`config.mk`:
```
export PLATFORM = sky130hd
export DESIGN_NAME = clc_front
export DESIGN_NICKNAME = d
export VERILOG_FILES = /design/src/hdl/clc_pkg.sv /design/src/hdl/clc_front.sv
export SDC_FILE = /design/constraint.sdc
export NUM_CORES = 1
export LEC_CHECK = 0
export ABC_AREA = 1
export BUFFER_PORTS_ARGS = -buffer_cell sky130_fd_sc_hd__buf_2
export CORE_ASPECT_RATIO = 0.9
export CORE_UTILIZATION = 46
export DETAILED_ROUTE_END_ITERATION = 8
export PLACE_DENSITY = 0.77
export SYNTH_ARGS = -nofsm -noshare
export SYNTH_HDL_FRONTEND = slang
export SYNTH_SLANG_ARGS = --single-unit
```
`constraint.sdc`:
```
create_clock -name clk_i -period 4 [get_ports clk_i]
set_input_delay 0.6 -clock clk_i [delete_from_list [all_inputs] [get_ports clk_i]]
set_output_delay 0.6 -clock clk_i [all_outputs]
set_load 0.05 [all_outputs]
```
`src/hdl/clc_pkg.sv`:
```
// Shared types and constants for the centroid leader clusterer.
// No dependencies; used by every module in hdl/ except clc_ram.
`default_nettype none

package clc_pkg;

  // Point format and table size
  localparam int COORD_BITS  = 24;
  localparam int MAX_GROUPS  = 16;
  localparam int GRP_W       = $clog2(MAX_GROUPS);
  localparam int GCNT_W      = $clog2(MAX_GROUPS + 1);

  // Member counts and coordinate sums
  localparam int CNT_W       = 16;
  localparam logic [CNT_W-1:0] COUNT_MAX = '1;
  localparam int SUM_W       = COORD_BITS + CNT_W;

  // Join radius register
  localparam int RAD_W       = 23;
  localparam logic [RAD_W-1:0] RAD_RESET = RAD_W'(512);

  // Distance datapath widths
  localparam int RCW         = RAD_W + CNT_W;            // radius * count
  localparam int PW          = COORD_BITS + CNT_W + 1;   // count * p, signed
  localparam int DW          = PW + 1;                   // count * p - sum, signed
  localparam int OPW         = (PW > RCW) ? PW : RCW;    // squaring operand
  localparam int LO          = (OPW + 1) / 2;            // low half of operand
  localparam int SQW         = 2 * OPW;                  // one square

  // Result reporting
  localparam int MAX_RESULTS = 16;
  localparam int NRES_W      = $clog2(MAX_RESULTS + 1);
  localparam int IDX_W       = 4;

  // Input queue between front and back
  localparam int QUEUE_DEPTH = 2;
  localparam int QPTR_W      = $clog2(QUEUE_DEPTH);
  localparam int QCNT_W      = $clog2(QUEUE_DEPTH + 1);

  // Partial product steps of a square
  localparam logic [1:0] SQ_LO_LO = 2'd0;
  localparam logic [1:0] SQ_HI_LO = 2'd1;
  localparam logic [1:0] SQ_HI_HI = 2'd2;

  // One point as held in the queue
  typedef struct packed {
    logic signed [COORD_BITS-1:0] pos_x;
    logic signed [COORD_BITS-1:0] pos_y;
    logic signed [COORD_BITS-1:0] pos_z;
    logic                         is_planar;
    logic                         first_of_batch;
  } point_t;

  // One group table entry
  typedef struct packed {
    logic signed [SUM_W-1:0] sum_x;
    logic signed [SUM_W-1:0] sum_y;
    logic signed [SUM_W-1:0] sum_z;
    logic [CNT_W-1:0]        count;
  } entry_t;

  localparam int ENTRY_W = $bits(entry_t);

  // Back-end sequencer
  typedef enum logic [6:0] {
    S_IDLE = 7'b0000001,
    S_MUL  = 7'b0000010,
    S_DIFF = 7'b0000100,
    S_SQ   = 7'b0001000,
    S_SUM  = 7'b0010000,
    S_CMP  = 7'b0100000,
    S_DONE = 7'b1000000
  } back_state_e;

endpackage

`default_nettype wire

```
`src/hdl/clc_front.sv`:
```
// Front end: accepts point words and holds them in a short queue for the back end.
// Depends on clc_pkg.
`default_nettype none

module clc_front (
  input  wire logic                              clk_i,
  input  wire logic                              rst_ni,
  input  wire logic                              in_valid_i,
  output      logic                              in_stall_o,
  input  wire logic signed [clc_pkg::COORD_BITS-1:0] pos_x_i,
  input  wire logic signed [clc_pkg::COORD_BITS-1:0] pos_y_i,
  input  wire logic signed [clc_pkg::COORD_BITS-1:0] pos_z_i,
  input  wire logic                              is_planar_i,
  input  wire logic                              first_of_batch_i,
  output      logic                              q_valid_o,
  output      clc_pkg::point_t                   q_item_o,
  input  wire logic                              q_pop_i
);

  clc_pkg::point_t                 slot_q [clc_pkg::QUEUE_DEPTH];
  logic [clc_pkg::QPTR_W-1:0]      wr_ptr_q, wr_ptr_d;
  logic [clc_pkg::QPTR_W-1:0]      rd_ptr_q, rd_ptr_d;
  logic [clc_pkg::QCNT_W-1:0]      cnt_q, cnt_d;
  logic                            full, push, pop;

  assign full       = (cnt_q == clc_pkg::QCNT_W'(clc_pkg::QUEUE_DEPTH));
  assign in_stall_o = full;
  assign push       = in_valid_i && !full;
  assign q_valid_o  = (cnt_q != '0);
  assign pop        = q_pop_i && q_valid_o;
  assign q_item_o   = slot_q[rd_ptr_q];

  // pointer and fill bookkeeping
  always_comb begin
    wr_ptr_d = wr_ptr_q;
    rd_ptr_d = rd_ptr_q;
    cnt_d    = cnt_q;
    if (push) begin
      wr_ptr_d = (wr_ptr_q == clc_pkg::QPTR_W'(clc_pkg::QUEUE_DEPTH - 1)) ? '0 :
                 wr_ptr_q + 1'b1;
    end
    if (pop) begin
      rd_ptr_d = (rd_ptr_q == clc_pkg::QPTR_W'(clc_pkg::QUEUE_DEPTH - 1)) ? '0 :
                 rd_ptr_q + 1'b1;
    end
    if (push && !pop) begin
      cnt_d = cnt_q + 1'b1;
    end else if (pop && !push) begin
      cnt_d = cnt_q - 1'b1;
    end
  end

  always_ff @(posedge clk_i or negedge rst_ni) begin
    if (!rst_ni) begin
      wr_ptr_q <= '0;
      rd_ptr_q <= '0;
      cnt_q    <= '0;
    end else begin
      wr_ptr_q <= wr_ptr_d;
      rd_ptr_q <= rd_ptr_d;
      cnt_q    <= cnt_d;
    end
  end

  // queue storage, payload only
  always_ff @(posedge clk_i) begin
    if (push) begin
      slot_q[wr_ptr_q] <= '{pos_x: pos_x_i, pos_y: pos_y_i, pos_z: pos_z_i,
                            is_planar: is_planar_i, first_of_batch: first_of_batch_i};
    end
  end

endmodule

`default_nettype wire

```
* After elaboration in Yosys (flattened, before gate mapping)
Memory sizes are Yosys's and may differ from the RTL's.
Index checks and enable logic that the tools add are counted.
** Word-level totals
- Flip-flop bits (word level) :: 4
- Latch bits :: 0
- RAM bits :: 148
- Bits in read-only memories :: 0
- Bits of input ports :: 78
- Output and inout port bits :: 76
- Word-level logic and storage cells :: 24
- Memories kept :: 1
** Cells by class
- Add/sub/neg operators :: 4
- Multiply operators :: 0
- Divide/modulo/power cells :: 0
- $lt $le $gt $ge :: 0
- Eq/ne operators :: 1
- Shifts and indexed selects :: 0
- Mux-type cells :: 6
- Bitwise logic cells :: 0
- Reductions and logical operators :: 9
** Memory list
- slot_q :: depth 2, width 74, read ports 1, clocked after memory_dff 0, write ports 1, RTL line clc_front.sv:20 : clc_pkg::point_t slot_q [clc_pkg::QUEUE_DEPTH];
** Operator list (number)
- 1-bit logical AND :: 4
- 1-bit 2-to-1 mux :: 4
- 2-bit 2-to-1 mux :: 2
- 2-bit nonzero test :: 2
- 1-bit zero test :: 3
- 1-bit adder (second input constant) :: 2
- 2-bit by 1-bit adder with 2-bit output (second input constant) :: 1
- 2-bit == test (second input constant) :: 1
- 2-bit by 1-bit subtractor with 2-bit output (second input constant) :: 1

* Logic depth before layout (Yosys ltp)
Gate-level depths: netlist of run 1.
- Depth after elaboration :: 7
- Mapped depth :: 9
- Depth with buffers taken out :: 9

* Least setup slack after synthesis of run 1
Ideal clock, no wire load.
- Path type :: input-to-reg
- Start point :: in in_valid_i
- End point :: mem slot_q[1][0] in the netlist's numbering (enable)
- Library setup time :: 0.507 ns
- Data arrival time :: 3.793 ns
- Data required time :: 3.493 ns
- Setup slack :: -0.300 ns
- Stages :: 2
- Buffers on the path :: 0
- Cell sequence :: o21ai_0 -> nor2_1
** Between the ends
- Word-level cells in the longest chain between the ends :: 3
** RTL lines
- start, declared :: RTL line clc_front.sv:8 : input wire logic in_valid_i,
- 1-bit logical AND :: RTL line clc_front.sv:28 : assign push = in_valid_i && !full;
- 1-bit 2-to-1 mux :: RTL line clc_front.sv:67 : if (push) begin
- 1-bit 2-to-1 mux (implied by the code) :: RTL line clc_front.sv:68 : slot_q[wr_ptr_q] <= '{pos_x: pos_x_i, pos_y: pos_y_i, pos_z: pos_z_i,
- end, declared :: RTL line clc_front.sv:20
No other way between the ends.

==> results of run 1 <==
## cells in the mapped netlist
cell      count  area (um2)
nand3_1       2        10.0
inv_1         7        26.3
clkbuf_1      1        3.75
buf_2        10        50.1
nand2_1     233         875
ha_1          1        12.5
inv_2         1        3.75
edfxtp_1    148        4440
nor2_1        3        11.3
xnor2_1       1        8.76
buf_4         5        37.5
dfrtp_1       4         100
nand4_1       1        6.26
o21ai_0       1        5.00
## repair_timing
action	4_1_cts	5_1_grt
resized for setup	0	0
endpoints found under the hold margin	4	0
hold buffers	1	0
## state kept, by name, indices dropped and copies added, names as in the netlist
| name | flops |
|---|---|
| slot_q | 148 |
| rd_ptr_q | 1 |
| wr_ptr_q | 1 |
| cnt_q | 2 |
## worst max-delay path by stage
stage                     from            to  slack (ns)  depth (start not counted)
floorplan           in_valid_i  slot_q[1][0]        0.93                          2
global placement      rd_ptr_q  q_item_o[58]        1.54                          5
detailed placement    rd_ptr_q  q_item_o[71]        1.47                          5
CTS                   rd_ptr_q  q_item_o[71]        1.01                          5
global route          rd_ptr_q  q_item_o[63]        0.91                          5
finish                rd_ptr_q  q_item_o[71]        1.11                          5
## cell type report
type                            count  area (um2)  share of cell area
Multi-Input combinational cell    242         936               0.131
Clock buffer                       22         444              0.0623
Clock inverter                     10         151              0.0213
Tap cell                          156         195              0.0274
Inverter                            8        31.3             0.00439
Sequential cell                   152        4550               0.638
Timing Repair Buffer              160         821               0.115
## metal layers
metal | vias to the layer above | routed length, um
li1 | 1730 | -
met1 | 1695 | 4530
met2 | 136 | 5540
met3 | 16 | 749
met4 | 0 | 140
met5 | - | 0
## per-stage QoR
step | setup slack, ns | cell area, um2 | cells
after detailed placement | 1.47 | 6520 | 717
final | 1.11 | 7120 | 750
after floorplan | 0.929 | 5600 | 418
after global placement | 1.54 | 6520 | 717
after global routing | 0.911 | 7120 | 750
after CTS | 1.01 | 7120 | 750
## logic make-up after synthesis
group	after synthesis	synth area share
buf+inv	24	0.0217
fa+ha+maj	1	0.00224
simple gates	239	0.161
xor+xnor	1	0.00157
flops	152	0.812
compound gates	1	0.000894
## critical path: cells and delay by family (launching register included)
kind	cells	cell delay, ns
buffers and inverters	3	1.30
flip-flops	1	0.40
AND/OR/NAND/NOR	2	0.17
==> impl_metrics.json, run 1 <==
{
  "cp-start-kind": "register",
  "worstPathArrival_ns": 2.29,
  "r2r-start": "cnt_q[0]",
  "grt_pass1_wl_um": 17000,
  "hold_path_class": "input port to register",
  "drive_above_1_share": 0.318,
  "cts_buffer_depth": 2,
  "crit_type": "register to output pin",
  "grt-busiest-layer": "met2",
  "skew_ns": 0.00748,
  "slowest_delay_ns": 0.66,
  "grtUsageMet1": 0.218,
  "cts_setup_buffers": 0,
  "area_growth_pct": 27.4,
  "worst_pin_slew_ns": 0.937,
  "final_common_cell": "nand2_1",
  "cts_sinks": 152,
  "fp.dieH_um": 107,
  "ys_types": 14,
  "overflow": 0,
  "yosys_register_bits": 152,
  "period_needed_ns": 2.89,
  "finalCritPeriodShare": 0.723,
  "routedWlPerCell_um": 14.6,
  "layout_common_cells": "nand2_1, buf_2, edfxtp_1",
  "die_x_um": 118,
  "vias_per_cell": 4.77,
  "crit_fanout": 54,
  "antennaDiodeCount": 0,
  "track_usage": 0.181,
  "fmax_mhz": 346,
  "h-tree-depth": 4,
  "numCtsBuffers": 17,
  "antenna_found_initial": 0,
  "route.vias.total": 3577,
  "grt_pass1_vias": 3530,
  "fillers": 897,
  "reg2reg_depth": 5,
  "cts_tree": "yes",
  "insertion_delay_ns": 0.41,
  "reg2reg_setup_slack_ns": 1.77,
  "fin_util": 0.613,
  "synth_cells": 418,
  "gp_congestion": 0.759,
  "cp_common_cell": "nand2_1",
  "critPathRequiredTime_ns": 3.40,
  "yosys_warnings": 0,
  "maxCapViolCount": 0,
  "endpoint_kind": "output pin",
  "fin_tns_setup_ns": 0,
  "min_from": "pos_x_i[12]",
  "rows": 37,
  "r2r_end": "slot_q[0][45]",
  "whs_ns": 0.376,
  "routed_wl_um": 11000,
  "crit_slowest_cell": "inv_2",
  "cp_cell_sequence": "inv_2 > buf_4 > nand2_1 > nand2_1 > buf_2",
  "hold_violations": 0,
  "root_buffer": "clkbuf_16",
  "hpwl_um": 6960,
  "final-max-slew-violation-count": 0,
  "grt_max_degree": 76,
  "synth_nets": 497,
  "gr-usage-met2": 0.298,
  "nNetsFinal": 660,
  "first_pass_iters": 4,
  "io_buffer_count": 153,
  "ant_nets": 0,
  "use_met3": 0.0612,
  "drc": 0,
  "dr.first_iter.drc_count": 273,
  "start_util": 0.481,
  "holdPathEnd": "slot_q[0][62]",
  "hold_depth": 1,
  "slew-limit-headroom": 0.375,
  "fp.coreArea_um2": 11600,
  "die-area_um2": 12600,
  "rsz0062_at_grt": "false",
  "syn_area_per_cell_um2": 13.4,
  "setup_viol": 0,
  "pin_count": 154,
  "outcome": "finished clean",
  "ys_seq_area_frac": 0.812,
  "syn_area_um2": 5590,
  "path_clk_slew_ns": 0.06
}
Power of run 1 is not shown: default switching activity piles up to over one toggle a cycle in this logic, so the estimate is an artifact.
==> inputs of run 2 (changes only) <==
clock period = 2.5 ns   (was 4 ns; I/O delays follow)
==> run 2 against run 1 <==
Clock-buffer cell count is 5 lower. Clock skew about the same. Via count up 0.36%. Worst hold slack lost 0.23 ns. First-iteration DRC count down 8.4%. Critical endpoint is now q_item_o[6]. Sequential cell count unchanged. Critical path depth did not move. Core utilization up 0.40 points. Register-to-register slack lost 1.0 ns. Final cell count shrank 0.13%.
==> impl_metrics.json, run 2 (same netlist as run 1, synthesis figures left out) <==
{
  "outcome": "finished clean",
  "preCtsSetupSlack_ns": 0.546,
  "nNetsFinal": 659,
  "final-max-slew-violation-count": 0,
  "start_util": 0.481,
  "final_common_cell": "nand2_1",
  "r2r_end": "slot_q[1][60]",
  "grt_max_degree": 76,
  "crit_type": "register to output pin",
  "numCtsBuffers": 17,
  "worstPathArrival_ns": 1.91,
  "fmax_mhz": 438,
  "layout_common_cells": "nand2_1, buf_2, edfxtp_1",
  "io_buffer_count": 153,
  "reg_top3": "slot_q x148, cnt_q x2",
  "h-tree-depth": 4,
  "fp.coreArea_um2": 11600,
  "r2r-start": "cnt_q[1]",
  "cp-start-kind": "register",
  "routedWlPerCell_um": 14.5,
  "crit_fanout": 32,
  "gp_congestion": 0.744,
  "setup_viol": 0,
  "fin_ws_ns": 0.216,
  "die-area_um2": 12600,
  "route.vias.total": 3590,
  "antennaDiodeCount": 0,
  "startpoint": "rd_ptr_q",
  "maxCapViolCount": 0,
  "period_needed_ns": 2.28,
  "root_buffer": "clkbuf_16",
  "fp.dieH_um": 107,
  "layout.cells.non_filler": 749,
  "grt_pass1_vias": 3598,
  "cts_tree": "yes",
  "drive_above_1_share": 0.325,
  "place.detailed.instances": 716,
  "multiInputGateArea_um2": 943,
  "hpwl_um": 6840,
  "regArea_um2": 4550,
  "worstSetupEndpoint": "q_item_o[6]",
  "cts_buffer_depth": 2,
  "path_clk_slew_ns": 0.06,
  "ant_nets": 0,
  "cp_common_cell": "nand2_1",
  "dr.first_iter.drc_count": 250,
  "whs_ns": 0.144,
  "fillers": 880,
  "largest_register": "slot_q",
  "reg2reg_setup_slack_ns": 0.76,
  "skew_ns": 0.00751,
  "pin_count": 154,
  "first_pass_iters": 4,
  "endpoint_kind": "output pin",
  "slew-limit-headroom": 0.615,
  "grt_pass1_wl_um": 16800,
  "critPathRequiredTime_ns": 2.12,
  "worst_pin_slew_ns": 0.577,
  "reg2reg_depth": 4,
  "overflow": 0,
  "rsz0062_at_grt": "false",
  "vias_per_cell": 4.79,
  "finalCritPeriodShare": 0.914,
  "antenna_found_initial": 0,
  "drc": 0,
  "rows": 37,
  "area_growth_pct": 28.2,
  "largest_reg_flops": 148,
  "hold_path_class": "input port to register",
  "fin_tns_setup_ns": 0,
  "cp_cell_sequence": "inv_2 > buf_12 > nand2_1 > nand2_1 > buf_2",
  "cts_setup_buffers": 0,
  "die_x_um": 118,
  "hold_violations": 0,
  "track_usage": 0.180,
  "crit_slowest_cell": "dfrtp_2",
  "insertion_delay_ns": 0.42,
  "slowest_delay_ns": 0.41,
  "routed_wl_um": 10900,
  "cts_sinks": 152
}
-- run 2: worst min path at each step --
| stage | slack (ns) | endpoint | cells after the start | from |
|---|---|---|---|---|
| after floorplan | 0.08 | cnt_q[0] | 0 | rst_ni |
| after global placement | 0.19 | cnt_q[1] | 1 | rst_ni |
| after detailed placement | 0.19 | cnt_q[1] | 1 | rst_ni |
| after CTS | 0.12 | slot_q[1][61] | 1 | pos_x_i[11] |
| after global routing | 0.12 | slot_q[0][24] | 1 | pos_z_i[22] |
| final | 0.14 | slot_q[0][9] | 1 | pos_z_i[7] |
-- run 2: metrics by stage --
stage          utilization  instance area (um2)
2_1_floorplan            -                 5610
3_3_place_gp         0.566                 6570
3_5_place_dp         0.566                 6570
4_1_cts              0.617                 7170
5_1_grt              0.617                 7170
6_report             0.617                 7170
-- run 2: layer usage --
layer | wire length (um) | global-route usage | up-vias
met5 | 0 | 0 | -
met4 | 196 | 0.0824 | 0
met3 | 712 | 0.0691 | 22
met2 | 5600 | 0.305 | 125
met1 | 4380 | 0.202 | 1706
li1 | - | - | 1737
-- run 2: timing repair --
item,in CTS,in global routing
setup endpoints to repair,0,1
gates resized for setup,0,1
hold buffers,1,0
endpoints found under the hold margin,4,0
-- run 2: critical path, delay by kind of cell, from the launching register on --
kind,cells,cell delay [ns]
buf+inv,3,0.88
flops,1,0.41
simple gates,2,0.17
-- run 2: final cells by class --
type | instances | share of cell area
clock buffers | 17 | 0.0593
clock inverters | 15 | 0.0223
inverters | 8 | 0.00471
multi-input cells | 242 | 0.132
flip-flops and latches | 152 | 0.634
well taps | 156 | 0.0272
repair buffers | 159 | 0.121
Power of run 2 is left out for the same reason.
==> inputs of run 3 (changes only) <==
CORE_UTILIZATION = 38   (was 46)
PLACE_DENSITY = 0.66   (was 0.77)
==> run 3 against run 2 <==
First-iteration DRC count is 35% lower. Clock-buffer cell count is 2 higher. Design area is 1.6% higher. Global-route usage is 3.0 points lower. Setup slack better by 0.11 ns. Critical path depth stayed put. Register-to-register slack better by 0.02 ns. Fmax is 5.3% higher. Sequential share of layout area is 0.98 points lower. Wire length is 0.28% higher. Clock skew is 0.0011 ns lower. Highest routed layer is now met5.
==> impl_metrics.json, run 3 (same netlist as run 1, synthesis figures left out) <==
{
  "outcome": "finished clean",
  "reg2reg_depth": 6,
  "final_common_cell": "nand2_1",
  "finalCritPeriodShare": 0.868,
  "cts_setup_buffers": 0,
  "numCtsBuffers": 17,
  "root_buffer": "clkbuf_16",
  "crit_fanout": 18,
  "cp-start-kind": "register",
  "rows": 41,
  "fin_tns_setup_ns": 0,
  "dr.first_iter.drc_count": 162,
  "min_from": "pos_y_i[10]",
  "skew_ns": 0.00640,
  "grt_max_degree": 75,
  "io_buffer_count": 153,
  "first_pass_iters": 4,
  "hpwl_um": 6860,
  "fp.coreArea_um2": 14200,
  "cp_common_cell": "nand2_1",
  "hold_depth": 1,
  "place_area_um2": 6640,
  "vias_per_cell": 4.48,
  "insertion_delay_ns": 0.41,
  "place.detailed.instances": 755,
  "h-tree-depth": 4,
  "antenna_found_initial": 1,
  "holdPathEnd": "slot_q[1][36]",
  "slew-limit-headroom": 0.638,
  "setup_viol": 0,
  "track_usage": 0.150,
  "worst_pin_slew_ns": 0.543,
  "area_growth_pct": 30.2,
  "cts_resized": 0,
  "endpoint_kind": "output pin",
  "pin_count": 154,
  "fp.dieH_um": 117,
  "critPathRequiredTime_ns": 2.12,
  "final_cell_area_um2": 7280,
  "die-area_um2": 15200,
  "reg2reg_setup_slack_ns": 0.78,
  "hold_violations": 0,
  "crit_slowest_cell": "dfrtp_2",
  "overflow": 0,
  "routedWlPerCell_um": 13.9,
  "antennaDiodeCount": 0,
  "cts_buffer_depth": 2,
  "route.vias.total": 3525,
  "slowest_delay_ns": 0.41,
  "routed_wl_um": 10900,
  "multiInputGateArea_um2": 943,
  "reg_top3": "slot_q x148, cnt_q x2",
  "die_x_um": 130,
  "rsz0062_at_grt": "false",
  "fillers": 1231,
  "regArea_um2": 4550,
  "drive_above_1_share": 0.320,
  "grt_pass1_wl_um": 16500,
  "ant_nets": 0,
  "nNetsFinal": 661,
  "largest_reg_flops": 148,
  "r2r-start": "cnt_q[1]",
  "path_clk_slew_ns": 0.06,
  "hold_path_class": "input port to register",
  "final-max-slew-violation-count": 0,
  "crit_type": "register to output pin",
  "drc": 0,
  "grt_pass1_vias": 3422,
  "cts_sinks": 152,
  "layout.cells.non_filler": 787,
  "start_util": 0.394,
  "r2r_end": "slot_q[0][16]",
  "layout_common_cells": "nand2_1, buf_2, edfxtp_1",
  "largest_register": "slot_q",
  "period_needed_ns": 2.17,
  "cp_cell_sequence": "inv_2 > buf_4 > nand2_1 > nand2_1 > buf_2",
  "fmax_mhz": 461,
  "worstPathArrival_ns": 1.80,
  "cts_tree": "yes",
  "gp_congestion": 0.754,
  "maxCapViolCount": 0
}
-- run 3: cell types whose count changed in the layout (fill, tap and decap cells not counted) --
cell / delta
clkinv_4: -2
clkinv_2: -4
clkinvlp_4: -2
clkinv_1: +2
buf_2: -1
bufinv_16: +3
buf_6: -1
buf_4: +4
clkbuf_1: +2
-- run 3: cell type report --
cell class | instances | share of cell area
clock buffer | 19 | 0.0594
timing repair buffer | 161 | 0.121
inverter | 8 | 0.00464
multi-input combinational | 242 | 0.130
clock inverter | 12 | 0.0282
tap | 193 | 0.0332
sequential | 152 | 0.624
-- run 3: critical path: cells and delay by family (launching register included) --
kind	cells	cell delay, ns
simple gates	2	0.17
flops	1	0.41
buf+inv	3	0.80
-- run 3: per-stage QoR --
step                worst slack (ns)  utilization  hold WS (ns)
floorplan                     0.0709            -        0.0794
detailed placement             0.741        0.467         0.199
global route                   0.191        0.513         0.126
finish                         0.330        0.513         0.147
CTS                            0.288        0.513         0.126
global placement               0.782        0.467         0.187
-- run 3: worst max path at each step --
stage	to	cells past startpoint	from
global route	q_item_o[58]	5	rd_ptr_q
CTS	q_item_o[58]	5	rd_ptr_q
global placement	q_item_o[11]	4	rd_ptr_q
finish	q_item_o[58]	5	rd_ptr_q
floorplan	slot_q[0][0]	4	cnt_q[0]
detailed placement	q_item_o[58]	5	rd_ptr_q
-- run 3: repair_timing --
action | CTS | global route
hold endpoints to repair | 4 | 0
hold buffers | 1 | 0
endpoints found under the setup margin | 0 | 0
-- run 3: routing by layer --
metal | vias to the layer above | share of wire | track usage
met5 | - | 0.00092 | 0
met2 | 113 | 0.50 | 0.250
li1 | 1736 | - | -
met4 | 2 | 0.013 | 0.0659
met1 | 1659 | 0.42 | 0.175
met3 | 15 | 0.068 | 0.0555
Power of run 3 is left out for the same reason.
